**src/design/sao_pkg.sv**
```systemverilog
// Shared types, constants and arm decision tables for the sonar/arm obstacle fusion block.
`default_nettype none
package sao_pkg;

    localparam int WINDOW      = 8;
    localparam int SAMPLE_BITS = 16;
    localparam int CNT_W       = $clog2(WINDOW + 1);
    localparam int SUM_W       = SAMPLE_BITS + $clog2(WINDOW);
    localparam int CMP_W       = (SUM_W > 16) ? SUM_W : 16;
    localparam int DCNT_W      = $clog2(SUM_W + 1);
    localparam int IDX_W       = 3;

    localparam logic [3:0] DIR_NONE = 4'd0;
    localparam logic [3:0] DIR_N    = 4'd1;
    localparam logic [3:0] DIR_NE   = 4'd2;
    localparam logic [3:0] DIR_E    = 4'd3;
    localparam logic [3:0] DIR_SE   = 4'd4;
    localparam logic [3:0] DIR_S    = 4'd5;
    localparam logic [3:0] DIR_SW   = 4'd6;
    localparam logic [3:0] DIR_W    = 4'd7;
    localparam logic [3:0] DIR_NW   = 4'd8;

    localparam logic [1:0] DET_NONE   = 2'd0;
    localparam logic [1:0] DET_ARMS   = 2'd1;
    localparam logic [1:0] DET_SONARS = 2'd2;

    localparam logic [IDX_W-1:0] REG_USE_ARMS    = 3'd0;
    localparam logic [IDX_W-1:0] REG_USE_LEFT    = 3'd1;
    localparam logic [IDX_W-1:0] REG_USE_RIGHT   = 3'd2;
    localparam logic [IDX_W-1:0] REG_FRONT_UPPER = 3'd3;
    localparam logic [IDX_W-1:0] REG_SIDE_UPPER  = 3'd4;
    localparam logic [IDX_W-1:0] REG_LOWER       = 3'd5;

    typedef logic [SAMPLE_BITS-1:0] sample_t;

    typedef struct packed {
        sample_t left;
        sample_t right;
    } sample_pair_t;

    typedef struct packed {
        logic             busy;
        logic [SUM_W-1:0] quotient;
    } div_stat_t;

    typedef enum logic [1:0] {
        ST_IDLE,
        ST_DIV,
        ST_DONE
    } state_t;

    function automatic logic is_backward(logic [3:0] d);
        return (d inside {DIR_S, DIR_SE, DIR_SW});
    endfunction

    function automatic logic is_forward(logic [3:0] d);
        return (d inside {DIR_N, DIR_NE, DIR_NW});
    endfunction

    function automatic logic [3:0] left_only_map(logic [3:0] d);
        logic [3:0] r;
        case (d)
            DIR_N:   r = DIR_SW;
            DIR_NE:  r = DIR_SW;
            DIR_E:   r = DIR_W;
            DIR_SE:  r = DIR_NW;
            DIR_S:   r = DIR_NW;
            DIR_SW:  r = DIR_N;
            DIR_W:   r = DIR_S;
            DIR_NW:  r = DIR_S;
            default: r = DIR_NONE;
        endcase
        return r;
    endfunction

    function automatic logic [3:0] right_only_map(logic [3:0] d);
        logic [3:0] r;
        case (d)
            DIR_N:   r = DIR_SE;
            DIR_NE:  r = DIR_S;
            DIR_E:   r = DIR_S;
            DIR_SE:  r = DIR_N;
            DIR_S:   r = DIR_NE;
            DIR_SW:  r = DIR_NE;
            DIR_W:   r = DIR_E;
            DIR_NW:  r = DIR_SE;
            default: r = DIR_NONE;
        endcase
        return r;
    endfunction

    function automatic logic [3:0] arms_decide(logic [3:0] left, logic [3:0] right);
        logic [3:0] r;
        if (is_backward(right) && is_backward(left))
            r = DIR_N;
        else if (is_forward(right) && is_forward(left))
            r = DIR_S;
        else if (right == DIR_NONE)
            r = left_only_map(left);
        else if (left == DIR_NONE)
            r = right_only_map(right);
        else
            r = DIR_NONE;
        return r;
    endfunction

endpackage
`default_nettype wire

```
**src/design/sao_cell.sv**
```systemverilog
// One window cell: holds a left/right sample pair and passes it on to the next cell.
`default_nettype none
module sao_cell
    import sao_pkg::*;
(
    input  wire logic         clk,
    input  wire logic         shift,
    input  wire sample_pair_t d,
    output sample_pair_t      q
);

    sample_pair_t data_reg;

    always_ff @(posedge clk)
    begin
        if (shift)
        begin
            data_reg <= d;
        end
    end

    assign q = data_reg;

endmodule
`default_nettype wire

```
**src/design/sao_div.sv**
```systemverilog
// Restoring divider, one quotient bit per cycle, for the window sum over the fill count.
`default_nettype none
module sao_div
    import sao_pkg::*;
(
    input  wire logic             clk,
    input  wire logic             rst_n,
    input  wire logic             start,
    input  wire logic [SUM_W-1:0] dividend,
    input  wire logic [CNT_W-1:0] divisor,
    output div_stat_t             stat
);

    logic              busy_reg,    busy_next;
    logic [DCNT_W-1:0] cnt_reg,     cnt_next;
    logic [SUM_W-1:0]  quo_reg,     quo_next;
    logic [CNT_W-1:0]  rem_reg,     rem_next;
    logic [CNT_W-1:0]  divisor_reg, divisor_next;
    logic [CNT_W:0]    trial;
    logic [CNT_W:0]    diff;
    logic              ge;

    always_comb
    begin
        trial        = {rem_reg, quo_reg[SUM_W-1]};
        diff         = trial - {1'b0, divisor_reg};
        ge           = (trial >= {1'b0, divisor_reg});
        busy_next    = busy_reg;
        cnt_next     = cnt_reg;
        quo_next     = quo_reg;
        rem_next     = rem_reg;
        divisor_next = divisor_reg;
        if (start)
        begin
            busy_next    = 1'b1;
            cnt_next     = DCNT_W'(SUM_W);
            quo_next     = dividend;
            rem_next     = '0;
            divisor_next = divisor;
        end
        else if (busy_reg)
        begin
            rem_next = ge ? diff[CNT_W-1:0] : trial[CNT_W-1:0];
            quo_next = {quo_reg[SUM_W-2:0], ge};
            cnt_next = cnt_reg - 1'b1;
            if (cnt_reg == DCNT_W'(1))
            begin
                busy_next = 1'b0;
            end
        end
    end

    always_ff @(posedge clk or negedge rst_n)
    begin
        if (!rst_n)
        begin
            busy_reg <= 1'b0;
            cnt_reg  <= '0;
        end
        else
        begin
            busy_reg <= busy_next;
            cnt_reg  <= cnt_next;
        end
    end

    always_ff @(posedge clk)
    begin
        quo_reg     <= quo_next;
        rem_reg     <= rem_next;
        divisor_reg <= divisor_next;
    end

    assign stat.busy     = busy_reg;
    assign stat.quotient = quo_reg;

endmodule
`default_nettype wire

```
**src/design/sonar_arm_obstacle_fusion.sv**
```systemverilog
// Top level: sonar window chain, averaging dividers, thresholds and arm/sonar merge.
`default_nettype none
// One word per frame in, one word out. With either sonar enabled a frame is handled in
// order: it shifts the sample pair into the window chain, updates the sums and loads the
// dividers; the bit-serial divisions of both sums by the fill count run side by side
// until the sequencer sees them finish; then it is classified and merged into the output
// register. With both sonars disabled a frame skips the divisions. A new frame is taken
// while the previous result still waits in the output register; that frame then holds in
// its final step until the waiting word is taken.
module sonar_arm_obstacle_fusion
    import sao_pkg::*;
(
    input  wire logic             clk,
    input  wire logic             rst_n,
    // config write channel
    input  wire logic             cfg_valid,
    output logic                  cfg_ready,
    input  wire logic [IDX_W-1:0] cfg_index,
    input  wire logic [15:0]      cfg_data,
    // [15:0] left_sonar, [31:16] right_sonar, [35:32] left_arm_push, [39:36] right_arm_push
    input  wire logic [39:0]      s_tdata,
    input  wire logic             s_tvalid,
    output logic                  s_tready,
    // [3:0] direction, [20:4] distance_mm, [22:21] detector, [23] zero
    output logic [23:0]           m_tdata,
    output logic                  m_tvalid,
    input  wire logic             m_tready
);

    logic        use_arms_reg;
    logic        use_left_reg;
    logic        use_right_reg;
    logic [15:0] front_upper_reg;
    logic [15:0] side_upper_reg;
    logic [15:0] lower_reg;

    state_t state_reg, state_next;

    logic [SUM_W-1:0] left_sum_reg,  left_sum_next;
    logic [SUM_W-1:0] right_sum_reg, right_sum_next;
    logic [CNT_W-1:0] fill_reg,      fill_next;
    logic             sonar_on_reg;
    logic [3:0]       left_arm_reg;
    logic [3:0]       right_arm_reg;

    logic        m_tvalid_reg, m_tvalid_next;
    logic [3:0]  dir_reg,  dir_next;
    logic [16:0] dist_reg, dist_next;
    logic [1:0]  det_reg,  det_next;

    logic         accept;
    logic         sonar_on;
    logic         full;
    logic         load_out;
    sample_pair_t new_pair;
    sample_pair_t cell_q [WINDOW];
    div_stat_t    left_div;
    div_stat_t    right_div;

    logic [CMP_W-1:0] lavg;
    logic [CMP_W-1:0] ravg;
    logic [CMP_W-1:0] front_t;
    logic [CMP_W-1:0] side_t;
    logic [CMP_W-1:0] lower_t;
    logic [CMP_W:0]   pair_sum;
    logic [CMP_W-1:0] sonar_dist;
    logic [3:0]       sonars;
    logic [3:0]       arms;
    logic [3:0]       dir_c;
    logic [1:0]       det_c;

    assign cfg_ready = 1'b1;
    assign s_tready  = (state_reg == ST_IDLE);
    assign accept    = s_tvalid && s_tready;
    assign sonar_on  = use_left_reg || use_right_reg;
    assign full      = (fill_reg == CNT_W'(WINDOW));
    assign load_out  = (state_reg == ST_DONE) && (!m_tvalid_reg || m_tready);

    assign new_pair.left  = SAMPLE_BITS'(s_tdata[15:0]);
    assign new_pair.right = SAMPLE_BITS'(s_tdata[31:16]);

    // config registers
    always_ff @(posedge clk or negedge rst_n)
    begin
        if (!rst_n)
        begin
            use_arms_reg    <= 1'b0;
            use_left_reg    <= 1'b0;
            use_right_reg   <= 1'b0;
            front_upper_reg <= 16'd900;
            side_upper_reg  <= 16'd700;
            lower_reg       <= 16'd250;
        end
        else if (cfg_valid && cfg_ready)
        begin
            case (cfg_index)
                REG_USE_ARMS:    use_arms_reg    <= cfg_data[0];
                REG_USE_LEFT:    use_left_reg    <= cfg_data[0];
                REG_USE_RIGHT:   use_right_reg   <= cfg_data[0];
                REG_FRONT_UPPER: front_upper_reg <= cfg_data;
                REG_SIDE_UPPER:  side_upper_reg  <= cfg_data;
                REG_LOWER:       lower_reg       <= cfg_data;
                default:         ;
            endcase
        end
    end

    // window chain; the tail cell holds the oldest sample once full
    genvar gi;
    generate
        for (gi = 0; gi < WINDOW; gi++)
        begin : g_cell
            if (gi == 0)
            begin : g_head
                sao_cell u_cell (
                    .clk   (clk),
                    .shift (accept && sonar_on),
                    .d     (new_pair),
                    .q     (cell_q[gi])
                );
            end
            else
            begin : g_body
                sao_cell u_cell (
                    .clk   (clk),
                    .shift (accept && sonar_on),
                    .d     (cell_q[gi-1]),
                    .q     (cell_q[gi])
                );
            end
        end
    endgenerate

    always_comb
    begin
        left_sum_next  = left_sum_reg;
        right_sum_next = right_sum_reg;
        fill_next      = fill_reg;
        if (accept && sonar_on)
        begin
            left_sum_next  = left_sum_reg
                           - (full ? SUM_W'(cell_q[WINDOW-1].left) : '0)
                           + SUM_W'(new_pair.left);
            right_sum_next = right_sum_reg
                           - (full ? SUM_W'(cell_q[WINDOW-1].right) : '0)
                           + SUM_W'(new_pair.right);
            fill_next      = full ? fill_reg : fill_reg + 1'b1;
        end
    end

    sao_div u_div_left (
        .clk      (clk),
        .rst_n    (rst_n),
        .start    (accept && sonar_on),
        .dividend (left_sum_next),
        .divisor  (fill_next),
        .stat     (left_div)
    );

    sao_div u_div_right (
        .clk      (clk),
        .rst_n    (rst_n),
        .start    (accept && sonar_on),
        .dividend (right_sum_next),
        .divisor  (fill_next),
        .stat     (right_div)
    );

    // classification and merge
    always_comb
    begin
        front_t  = CMP_W'(front_upper_reg);
        side_t   = CMP_W'(side_upper_reg);
        lower_t  = CMP_W'(lower_reg);
        lavg     = use_left_reg  ? CMP_W'(left_div.quotient)  : front_t;
        ravg     = use_right_reg ? CMP_W'(right_div.quotient) : front_t;
        pair_sum = {1'b0, lavg} + {1'b0, ravg};
        sonars     = DIR_NONE;
        sonar_dist = '0;
        if (sonar_on_reg)
        begin
            if (ravg < front_t && lavg < front_t && ravg > lower_t && lavg > lower_t)
            begin
                sonars     = DIR_N;
                sonar_dist = pair_sum[CMP_W:1];
            end
            else if (ravg < side_t && ravg > lower_t)
            begin
                sonars     = DIR_NE;
                sonar_dist = ravg;
            end
            else if (lavg < side_t && lavg > lower_t)
            begin
                sonars     = DIR_NW;
                sonar_dist = lavg;
            end
        end
        arms = use_arms_reg ? arms_decide(left_arm_reg, right_arm_reg) : DIR_NONE;
        if (arms == sonars)
        begin
            dir_c = arms;
            det_c = DET_ARMS;
        end
        else if (arms == DIR_NONE)
        begin
            dir_c = sonars;
            det_c = DET_SONARS;
        end
        else if (sonars == DIR_N && (arms == DIR_NW || arms == DIR_NE))
        begin
            dir_c = arms;
            det_c = DET_ARMS;
        end
        else if (arms == DIR_N && (sonars == DIR_NW || sonars == DIR_NE))
        begin
            dir_c = sonars;
            det_c = DET_SONARS;
        end
        else
        begin
            dir_c = arms;
            det_c = DET_ARMS;
        end

        dir_next      = dir_reg;
        dist_next     = dist_reg;
        det_next      = det_reg;
        m_tvalid_next = m_tvalid_reg && !m_tready;
        if (load_out)
        begin
            m_tvalid_next = 1'b1;
            dir_next      = dir_c;
            if (dir_c == DIR_NONE)
            begin
                det_next  = DET_NONE;
                dist_next = '0;
            end
            else if (det_c == DET_ARMS)
            begin
                det_next  = DET_ARMS;
                dist_next = '1;
            end
            else
            begin
                det_next  = DET_SONARS;
                dist_next = (sonar_dist > CMP_W'(65535)) ? 17'd65535
                                                         : {1'b0, sonar_dist[15:0]};
            end
        end
    end

    // sequencer
    always_comb
    begin
        state_next = state_reg;
        case (state_reg)
            ST_IDLE:
            begin
                if (accept)
                begin
                    state_next = sonar_on ? ST_DIV : ST_DONE;
                end
            end
            ST_DIV:
            begin
                if (!left_div.busy)
                begin
                    state_next = ST_DONE;
                end
            end
            ST_DONE:
            begin
                if (load_out)
                begin
                    state_next = ST_IDLE;
                end
            end
            default: state_next = ST_IDLE;
        endcase
    end

    always_ff @(posedge clk or negedge rst_n)
    begin
        if (!rst_n)
        begin
            state_reg     <= ST_IDLE;
            left_sum_reg  <= '0;
            right_sum_reg <= '0;
            fill_reg      <= '0;
            sonar_on_reg  <= 1'b0;
            m_tvalid_reg  <= 1'b0;
        end
        else
        begin
            state_reg     <= state_next;
            left_sum_reg  <= left_sum_next;
            right_sum_reg <= right_sum_next;
            fill_reg      <= fill_next;
            m_tvalid_reg  <= m_tvalid_next;
            if (accept)
            begin
                sonar_on_reg <= sonar_on;
            end
        end
    end

    always_ff @(posedge clk)
    begin
        if (accept)
        begin
            left_arm_reg  <= s_tdata[35:32];
            right_arm_reg <= s_tdata[39:36];
        end
        dir_reg  <= dir_next;
        dist_reg <= dist_next;
        det_reg  <= det_next;
    end

    assign m_tvalid = m_tvalid_reg;
    assign m_tdata  = {1'b0, det_reg, dist_reg, dir_reg};

    a_fill_bound: assert property (@(posedge clk) disable iff (!rst_n)
        fill_reg <= CNT_W'(WINDOW))
        else $error("fill count beyond window");

    a_div_start: assert property (@(posedge clk) disable iff (!rst_n)
        (accept && sonar_on) |=> (state_reg == ST_DIV && left_div.busy && right_div.busy))
        else $error("dividers not started with sonar frame");

    a_div_lockstep: assert property (@(posedge clk) disable iff (!rst_n)
        left_div.busy == right_div.busy)
        else $error("dividers out of step");

    a_result_out: assert property (@(posedge clk) disable iff (!rst_n)
        load_out |=> (m_tvalid && state_reg == ST_IDLE))
        else $error("result not presented");

endmodule
`default_nettype wire

```
**config.mk**
```make
export PLATFORM = sky130hd
export DESIGN_NAME = sonar_arm_obstacle_fusion
export DESIGN_NICKNAME = d
export VERILOG_FILES = /design/src/design/sao_pkg.sv /design/src/design/sao_cell.sv /design/src/design/sao_div.sv /design/src/design/sonar_arm_obstacle_fusion.sv
export SDC_FILE = /design/constraint.sdc
export NUM_CORES = 1
export LEC_CHECK = 0
export ABC_CLOCK_PERIOD_IN_PS = 16000
export BUFFER_PORTS_ARGS = -buffer_cell sky130_fd_sc_hd__buf_2
export CAP_MARGIN = 10
export CORE_UTILIZATION = 40
export DETAILED_ROUTE_END_ITERATION = 7
export SETUP_SLACK_MARGIN = 0.15
export SKIP_LAST_GASP = 1
export SYNTH_ARGS = -nofsm -noshare
export SYNTH_HDL_FRONTEND = slang
export SYNTH_HIERARCHICAL = 1
export SYNTH_SLANG_ARGS = --single-unit
```
**constraint.sdc**
```tcl
create_clock -name clk -period 16 [get_ports clk]
set_input_delay 3.2 -clock clk [delete_from_list [all_inputs] [get_ports clk]]
set_output_delay 3.2 -clock clk [all_outputs]
set_load 0.01 [all_outputs]
```
# Word level (Yosys, flattened, before mapping)
# Memory sizes are Yosys's and may differ from the RTL's. A register that Yosys moved wholly into a read port is not among the register bits.
# Cells that the tools add are included.
[totals] regBits=446 latchBits=0 ramBits=0 rom_bits=112 input_bits=64 out_inout_bits=27 elab_cells=190 n_memories=2
[mem_list] memory="(name not given)" depth=16 word_bits=4 read_ports=1 rd_ports_with_merged_regs=1 wr=0 line_no="sao_pkg.sv:62" text="case (d)"
[mem_list] memory="(name not given)" depth=16 word_bits=3 read_ports=1 rd_ports_with_merged_regs=1 wr=0 line_no="sao_pkg.sv:78" text="case (d)"
[classes] addsub=10 mul=0 div=0 order_cmp=9 n_eq_ne=33 n_shift=0 muxes=56 n_bitwise=0 n_reduce_logical=38
[ops] op="$mux 19" n=12
[ops] op="$lt 19x16->1" n=4
[ops] op="$mux 4" n=19
[ops] op="$mux 16" n=3
[ops] op="$add 19x16->19" n=2
[ops] op="$gt 19x16->1" n=2
[ops] op="$sub 19x16->19" n=2
[ops] op="$eq 4x3->1 const B" n=6
[ops] op="$add 19x19->20" n=1
[ops] op="$eq 4x4->1 const B" n=5
[ops] op="$mux 5" n=4
[ops] op="$gt 19x16->1 const B" n=1
[ops] op="$mux 2" n=9
[ops] op="$mux 17" n=1
[ops] op="$eq 4x1->1 const B" n=4
[ops] op="$eq 4x2->1 const B" n=4
[ops] op="$logic_not 4->1" n=4
[ops] op="$logic_and 1x1->1" n=13
[ops] op="$reduce_and 2->1" n=6
[ops] op="$reduce_bool 3->1" n=4
[ops] op="$eq 5x1->1 const B" n=2
[ops] op="$ge 5x4->1" n=2
[ops] op="$sub 5x1->5 const B" n=2
[ops] op="$sub 4x4->4" n=2
[ops] op="17 further kinds" n=32

# Longest topological paths before layout
[logic_depth] depth_word=16 depth_mapped=22 depth_no_buf=20

# Modules after synthesis
# Netlist, hierarchy kept.
[by_module_without_submodules] module="sonar_arm_obstacle_fusion" n_inst=1 cells_each=1421 area_per_inst_um2=12360.6 seq_area_each_um2=3488.3
[by_module_without_submodules] module="sao_cell" n_inst=8 cells_each=32 area_per_inst_um2=960.9 seq_area_each_um2=960.9
[by_module_without_submodules] module="sao_div" n_inst=2 cells_each=114 area_per_inst_um2=1579.0 seq_area_each_um2=920.9

# Worst setup path after synthesis
# No wires, ideal clock.
[synth_timing] path_kind="input to register" start="input s_tvalid" end="register u_div_left.quo_reg[0], data pin" setup_ns=0.267 arrival_time_ns=12.504 t_required_ns=15.733 slack_ns=3.229 stages=8 path_cell_list="nand2_1 > inv_1 > o21ai_0 > clkbuf_1 > inv_2 > clkbuf_1 > o21ai_0 > mux2_2"
[synth_via] elab_chain_cells=4
[synth_lines] item="start, declared" line_no="sonar_arm_obstacle_fusion.sv:22" text="input wire logic s_tvalid,"
[synth_lines] item="$logic_and 1x1->1" line_no="sonar_arm_obstacle_fusion.sv:74" text="assign accept = s_tvalid && s_tready;"
[synth_lines] item="$logic_and 1x1->1" line_no="sonar_arm_obstacle_fusion.sv:139" text="if (accept && sonar_on)"
[synth_lines] item="$mux 19" line_no="sonar_arm_obstacle_fusion.sv:139"
[synth_lines] item="via left_sum_next[0]" line_no="sonar_arm_obstacle_fusion.sv:39" text="logic [SUM_W-1:0] left_sum_reg, left_sum_next;"
[synth_lines] item="$mux 19" line_no="sao_div.sv:33" text="if (start)"
[synth_lines] item="via u_div_left.quo_next[0]" line_no="sao_div.sv:16" text="logic [SUM_W-1:0] quo_reg, quo_next;"
[synth_lines] item="end signal, assigned" line_no="sao_div.sv:69" text="quo_reg <= quo_next;"
[synth_lines] item="end, declared" line_no="sao_div.sv:16"
# The timed path passes the listed nets, and every way through them passes these cells.
# A chain may end at the register's enable or synchronous reset.

# Worst setup path in the final report
[layout_timing] start="input s_tdata[1]" end="register u_div_left.quo_reg[17], data pin"
[layout_via] elab_chain_cells=3
[layout_lines] item="start, declared" line_no="sonar_arm_obstacle_fusion.sv:21" text="input wire logic [39:0] s_tdata,"
[layout_lines] item="$add 19x16->19" line_no="sonar_arm_obstacle_fusion.sv:143" text="+ SUM_W'(new_pair.left);"
[layout_lines] item="$mux 19" line_no="sonar_arm_obstacle_fusion.sv:139"
[layout_lines] item="via left_sum_next[17]" line_no="sonar_arm_obstacle_fusion.sv:39"
[layout_lines] item="$mux 19" line_no="sao_div.sv:33"
[layout_lines] item="via u_div_left.quo_next[17]" line_no="sao_div.sv:16"
# The timed path passes the listed nets, and every way through them passes these cells.

==> summary.md <==
| Metric | Value |
|---|---|
| Run status | `finished, final reports clean` |
| Worst hold path type | `reg2reg` |
| Critical path class | `in2reg` |
| Initial core utilization | `0.4083` |
| Initial antenna violation count | `9` |
| Slew Viols, Final | `0` |
| Post-DP HPWL | `35.90 mm` |
| Syn nets | `2,167` |
| DR pass1 iterations | `5` |
| Congestion Overflow GR | `0` |
| Final net count | `2,269` |
| Row Count | `87` |
| Worst path slowest cell | `fa_1` |
| Clk slew on worst S/H paths | `0.06 ns` |
| Port Buf Inserts | `88` |
| Yosys warning count | `6` |
| Ports | `91` |
| Worst slew pin tran | `1.137 ns` |
| Count of hold-fix buffers inserted at cts | `0` |
| Clk root buf | `clkbuf_16` |
| Critical Path AT | `6.89 ns` |
| Post-CTS setup buffer count | `0` |
| Syn_area_per_cell | `12.18 µm²` |
| Crit Path Max Fanout | `3` |
| Critical Path Start Type | `input pin` |
| WP data required | `16.34 ns` |
| PostCTS Resize Cnt | `0` |
| Clock Sinks | `456` |
| Setup Viol. Count Final | `0` |
| Pwr dens | `205.4 nW/µm²` |
| Cell area after synthesis | `23,200 µm²` |
| Die area | `58,960 µm²` |
| Total power | `5.354 mW` |
| Max Freq | `0.1525 GHz` |
| Slew margin rel. | `0.2340` |
| Vias per inst | `5.185` |
| CP peak stage delay | `0.60 ns` |
| Share of layout cells above drive strength 1 | `0.1566` |
| Total Routing Usage GR | `0.1709` |
| Residual DRC | `0` |
| Final hold viol count | `0` |
| Detail Route Antenna Nets | `0` |
| Antenna cell count | `0` |
| Cell family contributing the most delay on the critical path | `compound AO/OA/AOI/OAI gates` |
| Area growth from synthesis to layout | `12.38%` |
| Drt initial violations | `773` |
| RSZ-0062 raised after global routing | `false` |
| LEAKAGE | `10.65 nW` |
| Largest net degree at the start of global routing | `117` |
| Mapped Cells | `1,904` |
| Die Width | `242.8 µm` |
| Period utilization | `0.4097` |
| Post-layout min period | `6.556 ns` |
| Worst ir drop on vdd | `0.1044 mV` |
| Num CTS Buffers | `49` |
| CTS Buffer Depth | `3` |
| Buf/Inv on CP | `3` |
| H-tree levels | `2` |
| Global-route wire length before repair | `80.01 mm` |
| CTS tree | `yes` |
| Nature of the critical path endpoint | `flip-flop` |
| Vias in the first global route | `14,642` |
| Total negative slack | `0 ns` |
| Final GP Congestion | `0.8993` |
| Max-Cap Viols | `0` |
| Clock Latency Late Sink | `0.60 ns` |
| Via count | `14,519` |
| Core Region | `56,820 µm²` |
| Max reg flops | `224` |
| Routed len/inst | `17.74 µm` |
| DIE HEIGHT | `242.8 µm` |
| Critical path cell sequence | `buf_2, inv_1, fa_1, inv_1, ha_1, a21o_1, a21o_1, a21oi_1, o21ai_0, a211oi_1, nor3_1, or3_1, a31oi_1, xor2_1, o21ai_0, mux2_2` |
| Final wirelength | `49.66 mm` |
| Skew final | `0.04260 ns` |
[per-layer routing]
layer | GRT usage | share of wire | vias up
li1 | - | - | 7072
met1 | 0.2335 | 0.47 | 7072
met2 | 0.2732 | 0.46 | 276
met3 | 0.03782 | 0.053 | 83
met4 | 0.04754 | 0.022 | 16
met5 | 0 | 0.0019 | -
[power by group]
part           total (mW)  switching [mW]  internal [mW]
Sequential           1.91           0.174           1.73
Clock                1.11           0.468          0.645
Combinational        2.34            1.39          0.946
Total                5.35            2.03           3.32
[final cells by class]
cell class | instances | area [µm²]
Clock buffer | 63 | 1310
Clock inverter | 26 | 261.5
Fill cell | 5193 | 30750
Inverter | 219 | 829.5
Multi-Input combinational cell | 1174 | 9128
Sequential cell | 456 | 13020
Tap cell | 756 | 945.9
Timing Repair Buffer | 106 | 578.1
[path summary, 6_finish.rpt]
kind | from | cells past startpoint | to | slack (ns)
max | s_tdata[1] | 16 | u_div_left/quo_reg[17] | 9.44
min | g_cell[3].g_body.u_cell/q[22] | 0 | g_cell[4].g_body.u_cell/q[22] | 0.40
max reg2reg | use_left_reg | 13 | dist_reg[0] | 10.26
min reg2reg | g_cell[3].g_body.u_cell/q[22] | 0 | g_cell[4].g_body.u_cell/q[22] | 0.40
max in group asynchronous | rst_n | 2 | right_sum_reg[15] | 11.93
min in group asynchronous | rst_n | 1 | sonar_on_reg | 2.60
[through the flow]
step | instance area, µm² | worst slack [ns] | utilization | hold slack, ns | cells
global placement | 24500 | 8.930 | 0.4311 | 0.4016 | 2711
finish | 26070 | 9.444 | 0.4588 | 0.3989 | 2800
global route | 26070 | 9.175 | 0.4588 | 0.4089 | 2800
CTS | 26070 | 9.468 | 0.4588 | 0.3994 | 2800
detailed placement | 24500 | 8.839 | 0.4311 | 0.4045 | 2711
floorplan | 23200 | 3.229 | - | 0.4003 | 1904
[worst reg2reg max path: cells and delay by family, from the launching register on]
kind            cells  cell delay, ns
compound gates      6            1.74
fa+ha+maj           1            0.40
buf+inv             1            0.37
flops               1            0.80
simple gates        5            2.26
[cell usage in the layout (no fill, tap or decap), types with 19 or more instances in the layout]
cell,n
a21oi_1,53
nor3_1,25
nand2b_1,19
buf_2,87
dfrtp_1,93
ha_1,164
o21ai_0,126
nor2_1,51
nand2_1,177
clkbuf_16,50
a21o_1,20
mux2_2,76
xor2_1,22
fa_1,35
xnor2_1,28
nand3_1,34
edfxtp_1,332
inv_1,217
buf_4,19
and2_1,38
No activity file was read; power rests on OpenSTA's default activity.
